--- src/sv/sorted_priority_queue_defines.svh ---
// Assertion macros for the sorted priority queue.
// Both macros sample on i_clk and stay quiet while i_rst_n is low.
`ifndef SORTED_PRIORITY_QUEUE_DEFINES_SVH
`define SORTED_PRIORITY_QUEUE_DEFINES_SVH

// Check a consequence in the same cycle as its cause.
`define SPQ_ASSERT_NOW(label, ante, cons) \
    label: assert property (@(posedge i_clk) disable iff (!i_rst_n) (ante) |-> (cons)) \
        else $error("sorted_priority_queue: same-cycle check failed");

// Check a consequence in the cycle after its cause.
`define SPQ_ASSERT_NEXT(label, ante, cons) \
    label: assert property (@(posedge i_clk) disable iff (!i_rst_n) (ante) |=> (cons)) \
        else $error("sorted_priority_queue: next-cycle check failed");

`endif

--- src/sv/spq_pkg.sv ---
`default_nettype none
package spq_pkg;

    // Default sizing
    localparam int DEF_QUEUE_DEPTH   = 16;
    localparam int DEF_ID_BITS       = 8;
    localparam int DEF_PRIORITY_BITS = 8;

    // Fixed result field widths
    localparam int STATUS_BITS = 2;
    localparam int OCC_BITS    = 5;

    // Operation codes
    localparam logic MODE_ENQ = 1'b0;
    localparam logic MODE_DEQ = 1'b1;

    // Status codes
    localparam logic [STATUS_BITS-1:0] STATUS_OK    = 2'd0;
    localparam logic [STATUS_BITS-1:0] STATUS_FULL  = 2'd1;
    localparam logic [STATUS_BITS-1:0] STATUS_EMPTY = 2'd2;

    // Per-cycle control broadcast to every cell
    typedef struct packed {
        logic enq;   // insert the new word into the chain
        logic deq;   // shift the chain toward cell 0
    } t_cell_ctrl;

endpackage
`default_nettype wire

--- src/sv/spq_ifs.sv ---
`default_nettype none
// Request channel: one operation word per handshake.
interface spq_req_if #(
    parameter int ID_BITS       = spq_pkg::DEF_ID_BITS,
    parameter int PRIORITY_BITS = spq_pkg::DEF_PRIORITY_BITS
);
    logic                     valid;
    logic                     ready;
    logic                     mode;
    logic [ID_BITS-1:0]       entry_id;
    logic [PRIORITY_BITS-1:0] entry_priority;

    modport source (output valid, mode, entry_id, entry_priority, input ready);
    modport sink   (input valid, mode, entry_id, entry_priority, output ready);
endinterface

// Response channel: one result word per request.
interface spq_rsp_if #(
    parameter int ID_BITS       = spq_pkg::DEF_ID_BITS,
    parameter int PRIORITY_BITS = spq_pkg::DEF_PRIORITY_BITS
);
    logic                                valid;
    logic                                ready;
    logic                                served_valid;
    logic [ID_BITS-1:0]                  served_id;
    logic [PRIORITY_BITS-1:0]            served_priority;
    logic [spq_pkg::STATUS_BITS-1:0]     status;
    logic [spq_pkg::OCC_BITS-1:0]        occupancy;

    modport source (output valid, served_valid, served_id, served_priority, status,
                    occupancy, input ready);
    modport sink   (input valid, served_valid, served_id, served_priority, status,
                    occupancy, output ready);
endinterface
`default_nettype wire

--- src/sv/sorted_priority_queue.sv ---
// The response word is registered and appears in the cycle after its request word is accepted.
// Throughput: one request per cycle while the response side takes words;
// a full chain shift or insert finishes in the accepting cycle.
// Reset (synchronous, active low) empties the queue and drops a pending
// response; slot contents are not cleared and are never read while empty.
`default_nettype none
`include "sorted_priority_queue_defines.svh"
module sorted_priority_queue #(
    parameter int QUEUE_DEPTH   = spq_pkg::DEF_QUEUE_DEPTH,
    parameter int ID_BITS       = spq_pkg::DEF_ID_BITS,
    parameter int PRIORITY_BITS = spq_pkg::DEF_PRIORITY_BITS
) (
    input  wire logic i_clk,
    input  wire logic i_rst_n,
    spq_req_if.sink   i_req,
    spq_rsp_if.source o_rsp
);

    localparam int CNT_BITS = $clog2(QUEUE_DEPTH + 1);
    localparam int OCC_BITS = spq_pkg::OCC_BITS;
    localparam logic [CNT_BITS-1:0] FULL_COUNT = CNT_BITS'(QUEUE_DEPTH);

    logic [CNT_BITS-1:0]       r_count;
    logic [CNT_BITS-1:0]       n_count;
    logic                      w_accept;
    logic                      w_full;
    logic                      w_empty;
    spq_pkg::t_cell_ctrl       w_ctrl;
    logic [ID_BITS-1:0]        w_id   [QUEUE_DEPTH];
    logic [PRIORITY_BITS-1:0]  w_prio [QUEUE_DEPTH];
    logic                      w_keep [QUEUE_DEPTH];
    logic [CNT_BITS+OCC_BITS-1:0] w_occ_wide;

    logic                            r_rsp_valid;
    logic                            r_served_valid;
    logic [ID_BITS-1:0]              r_served_id;
    logic [PRIORITY_BITS-1:0]        r_served_prio;
    logic [spq_pkg::STATUS_BITS-1:0] r_status;
    logic [OCC_BITS-1:0]             r_occ;

    // Accept a new word whenever the response register is free or draining
    assign i_req.ready = !r_rsp_valid || o_rsp.ready;
    assign w_accept    = i_req.valid && i_req.ready;
    assign w_full      = (r_count == FULL_COUNT);
    assign w_empty     = (r_count == '0);

    // Decode the operation into chain control
    always_comb begin
        w_ctrl.enq = w_accept && (i_req.mode == spq_pkg::MODE_ENQ) && !w_full;
        w_ctrl.deq = w_accept && (i_req.mode == spq_pkg::MODE_DEQ) && !w_empty;
        n_count    = r_count;
        if (w_ctrl.enq) begin
            n_count = r_count + 1'b1;
        end else if (w_ctrl.deq) begin
            n_count = r_count - 1'b1;
        end
    end

    // Build the chain; cell 0 is the serving end
    for (genvar k = 0; k < QUEUE_DEPTH; k++) begin : g_cell
        localparam logic [CNT_BITS-1:0] K_IDX = CNT_BITS'(k);
        localparam int PREV = (k == 0) ? 0 : k - 1;
        localparam int NEXT = (k == QUEUE_DEPTH - 1) ? k : k + 1;

        spq_cell #(
            .ID_BITS       (ID_BITS),
            .PRIORITY_BITS (PRIORITY_BITS)
        ) u_cell (
            .i_clk       (i_clk),
            .i_ctrl      (w_ctrl),
            .i_occ       (K_IDX < r_count),
            .i_new_id    (i_req.entry_id),
            .i_new_prio  (i_req.entry_priority),
            .i_prev_keep ((k == 0) ? 1'b1 : w_keep[PREV]),
            .i_prev_id   (w_id[PREV]),
            .i_prev_prio (w_prio[PREV]),
            .i_next_id   (w_id[NEXT]),
            .i_next_prio (w_prio[NEXT]),
            .o_keep      (w_keep[k]),
            .o_id        (w_id[k]),
            .o_prio      (w_prio[k])
        );
    end

    // Occupancy wraps within its field when the depth exceeds it
    assign w_occ_wide = {{OCC_BITS{1'b0}}, n_count};

    // Advance the entry count
    always_ff @(posedge i_clk) begin
        if (!i_rst_n) begin
            r_count <= '0;
        end else begin
            r_count <= n_count;
        end
    end

    // Hold the response word until taken
    always_ff @(posedge i_clk) begin
        if (!i_rst_n) begin
            r_rsp_valid <= 1'b0;
        end else if (w_accept) begin
            r_rsp_valid <= 1'b1;
        end else if (o_rsp.ready) begin
            r_rsp_valid <= 1'b0;
        end
    end

    // Capture the response payload on accept
    always_ff @(posedge i_clk) begin
        if (w_accept) begin
            r_served_valid <= w_ctrl.deq;
            r_served_id    <= w_ctrl.deq ? w_id[0] : '0;
            r_served_prio  <= w_ctrl.deq ? w_prio[0] : '0;
            r_occ          <= w_occ_wide[OCC_BITS-1:0];
            if (i_req.mode == spq_pkg::MODE_ENQ) begin
                r_status <= w_full ? spq_pkg::STATUS_FULL : spq_pkg::STATUS_OK;
            end else begin
                r_status <= w_empty ? spq_pkg::STATUS_EMPTY : spq_pkg::STATUS_OK;
            end
        end
    end

    assign o_rsp.valid           = r_rsp_valid;
    assign o_rsp.served_valid    = r_served_valid;
    assign o_rsp.served_id       = r_served_id;
    assign o_rsp.served_priority = r_served_prio;
    assign o_rsp.status          = r_status;
    assign o_rsp.occupancy       = r_occ;

    // Checks
    `SPQ_ASSERT_NOW(a_count_bound, 1'b1, r_count <= FULL_COUNT)
    `SPQ_ASSERT_NEXT(a_deq_serves, w_ctrl.deq, r_rsp_valid && r_served_valid)
    `SPQ_ASSERT_NEXT(a_enq_grows, w_ctrl.enq, r_count == $past(r_count) + 1'b1)
    `SPQ_ASSERT_NOW(a_head_sorted, r_count >= CNT_BITS'(2) && QUEUE_DEPTH > 1,
                    w_prio[0] <= w_prio[1])

endmodule
`default_nettype wire

--- src/sv/spq_cell.sv ---
`default_nettype none
// One slot of the sorted chain. Cell 0 holds the next entry to be served;
// priorities do not decrease toward the far end, oldest first among equals.
module spq_cell #(
    parameter int ID_BITS       = spq_pkg::DEF_ID_BITS,
    parameter int PRIORITY_BITS = spq_pkg::DEF_PRIORITY_BITS
) (
    input  wire logic                     i_clk,
    input  wire spq_pkg::t_cell_ctrl      i_ctrl,
    input  wire logic                     i_occ,
    input  wire logic [ID_BITS-1:0]       i_new_id,
    input  wire logic [PRIORITY_BITS-1:0] i_new_prio,
    input  wire logic                     i_prev_keep,
    input  wire logic [ID_BITS-1:0]       i_prev_id,
    input  wire logic [PRIORITY_BITS-1:0] i_prev_prio,
    input  wire logic [ID_BITS-1:0]       i_next_id,
    input  wire logic [PRIORITY_BITS-1:0] i_next_prio,
    output logic                          o_keep,
    output logic [ID_BITS-1:0]            o_id,
    output logic [PRIORITY_BITS-1:0]      o_prio
);

    logic [ID_BITS-1:0]       r_id;
    logic [PRIORITY_BITS-1:0] r_prio;
    logic [ID_BITS-1:0]       n_id;
    logic [PRIORITY_BITS-1:0] n_prio;

    // Hold the slot when it is served before the new word
    assign o_keep = i_occ && (r_prio <= i_new_prio);

    // Pick the next slot contents: hold, take the new word, take the
    // neighbor below on insert, or the neighbor above on removal
    always_comb begin
        n_id   = r_id;
        n_prio = r_prio;
        if (i_ctrl.enq && !o_keep) begin
            if (i_prev_keep) begin
                n_id   = i_new_id;
                n_prio = i_new_prio;
            end else begin
                n_id   = i_prev_id;
                n_prio = i_prev_prio;
            end
        end else if (i_ctrl.deq) begin
            n_id   = i_next_id;
            n_prio = i_next_prio;
        end
    end

    always_ff @(posedge i_clk) begin
        r_id   <= n_id;
        r_prio <= n_prio;
    end

    assign o_id   = r_id;
    assign o_prio = r_prio;

endmodule
`default_nettype wire

--- src/flat_wrapper.sv ---
// flat-port wrapper written by rule: the top's interface ports become plain ports
module sorted_priority_queue_flat 
#(
    parameter int QUEUE_DEPTH   = spq_pkg::DEF_QUEUE_DEPTH,
    parameter int ID_BITS       = spq_pkg::DEF_ID_BITS,
    parameter int PRIORITY_BITS = spq_pkg::DEF_PRIORITY_BITS
)
  (i_clk, i_rst_n, i_req_valid, i_req_mode, i_req_entry_id, i_req_entry_priority, i_req_ready, o_rsp_valid, o_rsp_served_valid, o_rsp_served_id, o_rsp_served_priority, o_rsp_status, o_rsp_occupancy, o_rsp_ready);
  spq_req_if #(.ID_BITS(ID_BITS), .PRIORITY_BITS(PRIORITY_BITS)) i_req_i ();
  spq_rsp_if #(.ID_BITS(ID_BITS), .PRIORITY_BITS(PRIORITY_BITS)) o_rsp_i ();
  input  wire logic i_clk;
  input  wire logic i_rst_n;
  input wire logic [$bits(i_req_i.valid)-1:0] i_req_valid;
  input wire logic [$bits(i_req_i.mode)-1:0] i_req_mode;
  input wire logic [$bits(i_req_i.entry_id)-1:0] i_req_entry_id;
  input wire logic [$bits(i_req_i.entry_priority)-1:0] i_req_entry_priority;
  output wire logic [$bits(i_req_i.ready)-1:0] i_req_ready;
  output wire logic [$bits(o_rsp_i.valid)-1:0] o_rsp_valid;
  output wire logic [$bits(o_rsp_i.served_valid)-1:0] o_rsp_served_valid;
  output wire logic [$bits(o_rsp_i.served_id)-1:0] o_rsp_served_id;
  output wire logic [$bits(o_rsp_i.served_priority)-1:0] o_rsp_served_priority;
  output wire logic [$bits(o_rsp_i.status)-1:0] o_rsp_status;
  output wire logic [$bits(o_rsp_i.occupancy)-1:0] o_rsp_occupancy;
  input wire logic [$bits(o_rsp_i.ready)-1:0] o_rsp_ready;
  assign i_req_i.valid = i_req_valid;
  assign i_req_i.mode = i_req_mode;
  assign i_req_i.entry_id = i_req_entry_id;
  assign i_req_i.entry_priority = i_req_entry_priority;
  assign i_req_ready = i_req_i.ready;
  assign o_rsp_valid = o_rsp_i.valid;
  assign o_rsp_served_valid = o_rsp_i.served_valid;
  assign o_rsp_served_id = o_rsp_i.served_id;
  assign o_rsp_served_priority = o_rsp_i.served_priority;
  assign o_rsp_status = o_rsp_i.status;
  assign o_rsp_occupancy = o_rsp_i.occupancy;
  assign o_rsp_i.ready = o_rsp_ready;
  sorted_priority_queue #(.QUEUE_DEPTH(QUEUE_DEPTH), .ID_BITS(ID_BITS), .PRIORITY_BITS(PRIORITY_BITS)) u_core (.i_clk(i_clk), .i_rst_n(i_rst_n), .i_req(i_req_i), .o_rsp(o_rsp_i));
endmodule
--- config.mk ---
export PLATFORM = sky130hd
export DESIGN_NAME = sorted_priority_queue_flat
export DESIGN_NICKNAME = d
export VERILOG_FILES = /design/src/sv/spq_pkg.sv /design/src/sv/spq_ifs.sv /design/src/sv/sorted_priority_queue.sv /design/src/sv/spq_cell.sv /design/src/flat_wrapper.sv
export VERILOG_INCLUDE_DIRS = /design/src /design/src/sv
export SDC_FILE = /design/constraint.sdc
export NUM_CORES = 1
export LEC_CHECK = 0
export BUFFER_PORTS_ARGS = -buffer_cell sky130_fd_sc_hd__buf_2
export CAP_MARGIN = 20
export CORE_MARGIN = 5
export CORE_UTILIZATION = 64
export DETAILED_ROUTE_END_ITERATION = 8
export GPL_TIMING_DRIVEN = 0
export PLACE_DENSITY = 0.81
export SYNTH_ARGS = -nofsm -noshare
export SYNTH_HDL_FRONTEND = slang
export SYNTH_SLANG_ARGS = --single-unit
--- constraint.sdc ---
create_clock -name i_clk -period 4.4 [get_ports i_clk]
set_input_delay 0.22 -clock i_clk [delete_from_list [all_inputs] [get_ports i_clk]]
set_output_delay 0.22 -clock i_clk [all_outputs]
set_load 0.02 [all_outputs]
==> impl_metrics.env, run 1 <==
export IMPL_outcome="finished clean"
export IMPL_mostFrequentLayoutCells="sky130_fd_sc_hd__edfxtp_1, sky130_fd_sc_hd__mux2i_1, sky130_fd_sc_hd__a21oi_1"
export IMPL_groute_layer_met3_usage_pct=6.242
export IMPL_finalSetupViolations=0
export IMPL_place_port_buffers=46
export IMPL_synth_distinct_cells=59
export IMPL_floorplan_rows=60
export IMPL_y_dimension_of_the_die_um=174.3
export IMPL_drc=0
export IMPL_gr_usage_all_layers_pct=32.62
export IMPL_tritoncts_num_buffers=31
export IMPL_rsz0062_at_grt="false"
export IMPL_cts_tree="done"
export IMPL_mostFrequentLayoutCell="sky130_fd_sc_hd__edfxtp_1"
export IMPL_portion_of_the_post_synthesis_area_used_by_sequential_elements_pct=49.38
export IMPL_drt_wl_total_mm=50.50
export IMPL_final_hold_worst_slack_ns=0.2015
export IMPL_worstHoldEndpoint="u_core.g_cell[11].u_cell.o_id[3]$_DFFE_PP_"
export IMPL_root_buffer="sky130_fd_sc_hd__clkbuf_16"
export IMPL_global_route_wire_length_before_repair_mm=76.42
export IMPL_total_power_mw=9.055
export IMPL_grt_overflow=0
export IMPL_hold_class="input port to register"
export IMPL_maximum_operating_frequency_ghz=0.2436
export IMPL_leak_nw=7.651
export IMPL_slew_limit_headroom_pct=24.01
export IMPL_die_area_mm2=0.03037
export IMPL_number_of_warning_messages_in_the_yosys_log=0
export IMPL_clk_pin_slew_ns=0.06
export IMPL_worst_slew_pin_tran_ns=1.139
export IMPL_dp_cells=1957
export IMPL_fp_dieW_um=174.3
export IMPL_first_global_vias=13080
export IMPL_htree_num_levels=1
export IMPL_fin_crit_ns=4.106
export IMPL_post_cts_buffers=0
export IMPL_holdPathStages=3
export IMPL_design_core_area_mm2=0.02673
export IMPL_cts_sinks=286
export IMPL_globalplace_congestion=0.9526
export IMPL_antenna_found_initial=1
export IMPL_crit_path_start_kind="register"
export IMPL_worst_endpoint_required_ns=4.68
export IMPL_timing_rr_end="u_core.g_cell[15].u_cell.o_id[1]$_DFFE_PP_"
export IMPL_grt_use_met2_pct=49.73
export IMPL_floorplan_initialDensity_pct=64.63
export IMPL_vias_per_cell=6.636
export IMPL_area_growth_syn_to_layout_pct=10.11
export IMPL_power_per_cell_area_mw_per_mm2=476.1
export IMPL_cts_hold_buffers_added=4
export IMPL_synth_nets=1719
export IMPL_final_period_utilization_pct=93.31
export IMPL_number_of_vias_after_detailed_routing=13420
export IMPL_detail_route_wl_per_cell_um=24.98
export IMPL_drt_iter0_markers=1823
export IMPL_drv_slew=0
export IMPL_grt_busiest_layer="met2"
export IMPL_rr_worst_depth=11
export IMPL_cap_violations=0
export IMPL_setup_worst_path_end_class="register"
export IMPL_setup_worst_path_class="register to register"
export IMPL_synthCells=1566
export IMPL_synth_area_mm2=0.01727
export IMPL_crit_reg2reg_launch="u_core.r_count[1]$_SDFF_PN0_"
export IMPL_clk_lat_worst_skew_ns=0.57
export IMPL_critPathMaxFanout=11
export IMPL_final_layout_size_suffix_gt1_share_pct=11.32
export IMPL_floorplan_io_pins=47
export IMPL_setup_tns_final_ns=0
export IMPL_ant_nets=0
export IMPL_timing_final_hold_violations=0
export IMPL_post_place_ws_ns=0.4270
export IMPL_grt_met1_usage_pct=45.50
export IMPL_drt_pass1_iterations=6
export IMPL_clk_path_buf_depth=3
export IMPL_synth_enable_flop_cells=280
export IMPL_grt_start_max_net_pins=26
export IMPL_final_net_count=1807
export IMPL_postCtsResizedCells=0
export IMPL_yosys_register_bits=286
export IMPL_postSynth_asyncResetShare_pct=0
export IMPL_postSynth_topFlopCell="sky130_fd_sc_hd__edfxtp_1"
export IMPL_finalClockSkew_ns=0.01912
export IMPL_rrSetupSlack_ns=0.29
export IMPL_dpl_hpwl_mm=36.49
export IMPL_setup_slack_ns=0.2943
export IMPL_synth_avg_cell_area_um2=11.03
export IMPL_critPathArrivalTime_ns=4.38
export IMPL_worstHoldStart="i_req_entry_id[3]"
export IMPL_vdd_drop_max_mv=0.4894
export IMPL_final_cell_count_no_fill=2022
-- metrics by stage --
| stage | utilization [%] | area (um^2) |
|---|---|---|
| finish | 71.16 | 19020 |
| floorplan | - | 17270 |
| global placement | 67.08 | 17930 |
| global route | 71.14 | 19010 |
| CTS | 71.03 | 18980 |
| detailed placement | 67.22 | 17970 |
-- state kept, by name, indices dropped and copies added, names as in the netlist --
| name | cells |
|---|---|
| u_core.g_cell.u_cell.o_id | 128 |
| u_core.o_rsp.status | 2 |
| u_core.r_count | 5 |
| u_core.o_rsp.served_id | 8 |
| u_core.o_rsp.occupancy | 5 |
| u_core.g_cell.u_cell.o_prio | 128 |
| u_core.o_rsp.valid | 1 |
| u_core.o_rsp.served_valid | 1 |
| u_core.o_rsp.served_priority | 8 |
-- worst max-delay path, stage by stage, from the launching register on --
cell and delay (ns):
sky130_fd_sc_hd__dfxtp_1 0.35, sky130_fd_sc_hd__buf_2 0.26, sky130_fd_sc_hd__inv_1 0.14, sky130_fd_sc_hd__ha_1 0.23
sky130_fd_sc_hd__nand4bb_1 0.16, sky130_fd_sc_hd__and4b_1 0.64, sky130_fd_sc_hd__buf_2 0.47, sky130_fd_sc_hd__buf_2 0.35
sky130_fd_sc_hd__buf_2 0.31, sky130_fd_sc_hd__o21ai_0 0.13, sky130_fd_sc_hd__o22ai_1 0.46, sky130_fd_sc_hd__buf_4 0.30
-- metal layers --
layer / up-vias / wire (um)
met5: - / 0
met4: 0 / 2808
li1: 6048 / -
met3: 140 / 6123
met2: 912 / 21840
met1: 6318 / 19730
-- where the power goes --
| part | switching (mW) | internal (mW) | total (mW) |
|---|---|---|---|
| clock | 1.09 | 1.47 | 2.55 |
| combinational | 1.55 | 0.932 | 2.48 |
| sequential | 0.358 | 3.67 | 4.02 |
-- cell families after synthesis --
kind of cell	synth area share, %
muxes	14.25
and+or+nand+nor	10.29
adders and majority gates	9.562
xor gates and xnor gates	0.2029
buffers and inverters	3.347
AOI/OAI and AO/OA	12.97
DFF	49.38
-- final cells by class --
| cell class | count | area (um^2) |
|---|---|---|
| clock inverter | 20 | 176.4 |
| inverter | 30 | 112.6 |
| multi-input combinational | 1159 | 8165 |
| tap | 341 | 426.7 |
| buffer | 91 | 465.4 |
| clock buffer | 38 | 802.0 |
| sequential | 286 | 8528 |
| fill | 1931 | 7709 |
| antenna | 2 | 5.005 |
| timing repair buffer | 55 | 335.3 |
-- cell usage after synthesis (all sizes together), types with 16 or more instances --
| library cell | instances | share of area, % |
|---|---|---|
| buf | 47 | 1.7 |
| o211ai | 16 | 0.72 |
| edfxtp | 280 | 49 |
| a21oi | 179 | 5.3 |
| mux2i | 217 | 13 |
| nor2 | 98 | 2.3 |
| nor2b | 18 | 0.65 |
| nand2 | 162 | 3.5 |
| ha | 132 | 9.6 |
| inv | 30 | 0.65 |
| nand4 | 28 | 1.0 |
| mux2 | 25 | 1.7 |
| clkbuf | 44 | 0.98 |
| and2 | 22 | 0.80 |
| o21ai | 167 | 4.9 |
-- how the worst max path moves through the flow --
stage	end	start	cells past startpoint
final	u_core.g_cell[15].u_cell.o_id[1]$_DFFE_PP_	u_core.r_count[1]$_SDFF_PN0_	11
after global routing	u_core.g_cell[15].u_cell.o_id[5]$_DFFE_PP_	u_core.r_count[1]$_SDFF_PN0_	11
after CTS	u_core.g_cell[15].u_cell.o_id[5]$_DFFE_PP_	u_core.r_count[1]$_SDFF_PN0_	11
after detailed placement	u_core.g_cell[15].u_cell.o_id[2]$_DFFE_PP_	u_core.r_count[1]$_SDFF_PN0_	11
after global placement	u_core.g_cell[5].u_cell.o_prio[3]$_DFFE_PP_	i_req_entry_priority[2]	8
after floorplan	u_core.g_cell[4].u_cell.o_id[0]$_DFFE_PP_	i_req_entry_priority[3]	7
No activity file was read; power rests on OpenSTA's default activity.
==> inputs of run 2 (changes only) <==
Settings changed: GPL_TIMING_DRIVEN 0 to unset, HOLD_SLACK_MARGIN set to 0.06.
==> run 2 against run 1 <==
Effect of this change:
- worst setup slack gained 0.67 ns
- sequential power grew 1%
- routed wire length shrank 4.4%
- clock power grew 3%
- worst hold slack gained 0.070 ns
- largest power group unchanged
- highest routed layer unchanged
- critical endpoint is now u_core.g_cell[1].u_cell.o_id[4]$_DFFE_PP_
- critical path type unchanged
==> impl_metrics.env, run 2 (synthesis gave the netlist of run 1 again) <==
export IMPL_mostFrequentLayoutCell="sky130_fd_sc_hd__edfxtp_1"
export IMPL_rsz0062_at_grt="false"
export IMPL_setup_worst_path_class="register to register"
export IMPL_power_switching_share_pct=32.60
export IMPL_globalplace_congestion=1.001
export IMPL_critPathMaxFanout=33
export IMPL_grt_overflow=0
export IMPL_place_port_buffers=46
export IMPL_ant_nets=0
export IMPL_power_frac_clock_pct=28.9
export IMPL_grt_start_max_net_pins=34
export IMPL_global_route_wire_length_before_repair_mm=73.32
export IMPL_number_of_vias_after_detailed_routing=13340
export IMPL_die_area_mm2=0.03037
export IMPL_slew_limit_headroom_pct=28.17
export IMPL_final_net_count=1760
export IMPL_post_cts_buffers=0
export IMPL_comb_power_share_pct=26.5
export IMPL_design_core_area_mm2=0.02673
export IMPL_clk_path_buf_depth=3
export IMPL_timing_final_hold_violations=0
export IMPL_floorplan_initialDensity_pct=64.63
export IMPL_setup_worst_path_end_class="register"
export IMPL_root_buffer="sky130_fd_sc_hd__clkbuf_16"
export IMPL_floorplan_io_pins=47
export IMPL_cap_violations=0
export IMPL_detail_route_wl_per_cell_um=24.46
export IMPL_drt_pass1_iterations=5
export IMPL_drv_slew=0
export IMPL_drc=0
export IMPL_worst_endpoint_required_ns=4.53
export IMPL_crit_path_start_kind="register"
export IMPL_timing_critical_path_cells="or3_1 > a21oi_2 > o31ai_4 > nand2_1"
export IMPL_cell_internal_pwr_mw=6.145
export IMPL_outcome="finished clean"
export IMPL_first_global_vias=12790
export IMPL_setup_slack_ns=0.9600
export IMPL_vdd_drop_max_mv=0.3176
export IMPL_y_dimension_of_the_die_um=174.3
export IMPL_maximum_operating_frequency_ghz=0.2907
export IMPL_finalClockSkew_ns=0.02319
export IMPL_critPathArrivalTime_ns=3.57
export IMPL_post_place_ws_ns=0.5523
export IMPL_clk_lat_worst_skew_ns=0.57
export IMPL_cts_hold_buffers_added=4
export IMPL_fin_crit_ns=3.440
export IMPL_htree_num_levels=1
export IMPL_cts_sinks=286
export IMPL_floorplan_rows=60
export IMPL_postCtsResizedCells=0
export IMPL_vias_per_cell=6.760
export IMPL_power_frac_seq_pct=44.6
export IMPL_drt_iter0_markers=1809
export IMPL_finalSetupViolations=0
export IMPL_power_per_cell_area_mw_per_mm2=479.8
export IMPL_crit_slowest_cell="sky130_fd_sc_hd__o31ai_4"
export IMPL_hold_class="input port to register"
export IMPL_area_growth_syn_to_layout_pct=10.02
export IMPL_dpl_hpwl_mm=34.09
export IMPL_worst_slew_pin_tran_ns=1.075
export IMPL_antenna_found_initial=0
export IMPL_setup_tns_final_ns=0
export IMPL_tritoncts_num_buffers=30
export IMPL_p_sw_mw=2.972
export IMPL_gr_usage_all_layers_pct=30.77
export IMPL_final_layout_size_suffix_gt1_share_pct=12.33
export IMPL_leak_nw=7.626
export IMPL_fp_dieW_um=174.3
export IMPL_drt_wl_total_mm=48.26
export IMPL_mostFrequentLayoutCells="sky130_fd_sc_hd__edfxtp_1, sky130_fd_sc_hd__mux2i_1, sky130_fd_sc_hd__a21oi_1"
export IMPL_cts_tree="done"
export IMPL_final_period_utilization_pct=78.18
export IMPL_cp_slowest_stage_delay_ns=0.93
export IMPL_clk_pin_slew_ns=0.06
[run 2: changes by cell type in the layout (fill, tap and decap cells not counted), moves of 3 or more]
cell,before,now
sky130_fd_sc_hd__clkbuf_1,50,3
sky130_fd_sc_hd__buf_4,13,48
sky130_fd_sc_hd__buf_2,73,46
sky130_fd_sc_hd__buf_6,8,0
sky130_fd_sc_hd__o31ai_1,5,1
sky130_fd_sc_hd__o31ai_4,1,5
sky130_fd_sc_hd__buf_1,3,0
sky130_fd_sc_hd__clkbuf_8,0,3
[run 2: final cells by class]
cell class                 count  area, um^2
sequential                   286        8528
multi-input combinational   1159        8252
fill                        1863        7724
clock buffer                  37       828.3
timing repair buffer         100       660.6
tap                          341       426.7
clock inverter                18       188.9
inverter                      30       112.6
antenna                        2       5.005
[run 2: stage by stage]
step	util [%]	area, um^2	instances	hold WS [ns]	power (mW)
2_1_floorplan	-	17270	1566	0.3417	5.654
3_3_place_gp	67.01	17910	1910	0.5030	6.317
3_5_place_dp	67.01	17910	1910	0.5026	6.431
4_1_cts	70.97	18970	1969	0.2371	9.055
5_1_grt	71.08	19000	1971	0.2419	9.505
6_report	71.10	19000	1973	0.2710	9.117
[run 2: power by group through the flow]
stage               clock [mW]  sequential, mW  combinational [mW]
floorplan                    0            3.92                1.74
global placement             0            4.09                2.23
detailed placement           0            4.09                2.34
CTS                       2.65            4.04                2.36
global route              2.77            4.09                2.65
finish                    2.63            4.07                2.41
[run 2: per-layer routing]
metal	track usage [%]	wire, um
met5	0	0
met4	13.36	2211
met3	6.981	5652
met2	45.34	20780
met1	44.02	19610
[run 2: final timing paths]
kind	startpoint	end	slack, ns	cells past startpoint
max	u_core.r_count[4]$_SDFF_PN0_	u_core.g_cell[1].u_cell.o_id[4]$_DFFE_PP_	0.96	4
min	i_req_entry_priority[4]	u_core.g_cell[0].u_cell.o_prio[4]$_DFFE_PP_	0.27	3
max reg2reg	u_core.r_count[4]$_SDFF_PN0_	u_core.g_cell[1].u_cell.o_id[4]$_DFFE_PP_	0.96	4
min reg2reg	u_core.g_cell[15].u_cell.o_id[1]$_DFFE_PP_	u_core.g_cell[14].u_cell.o_id[1]$_DFFE_PP_	0.53	2
[run 2: worst max-delay path, delay by kind of cell (launching register included)]
kind	cells	cell delay, ns
AND/OR/NAND/NOR	2	1.14
AO/OA/AOI/OAI	2	1.05
flip-flops	1	0.81
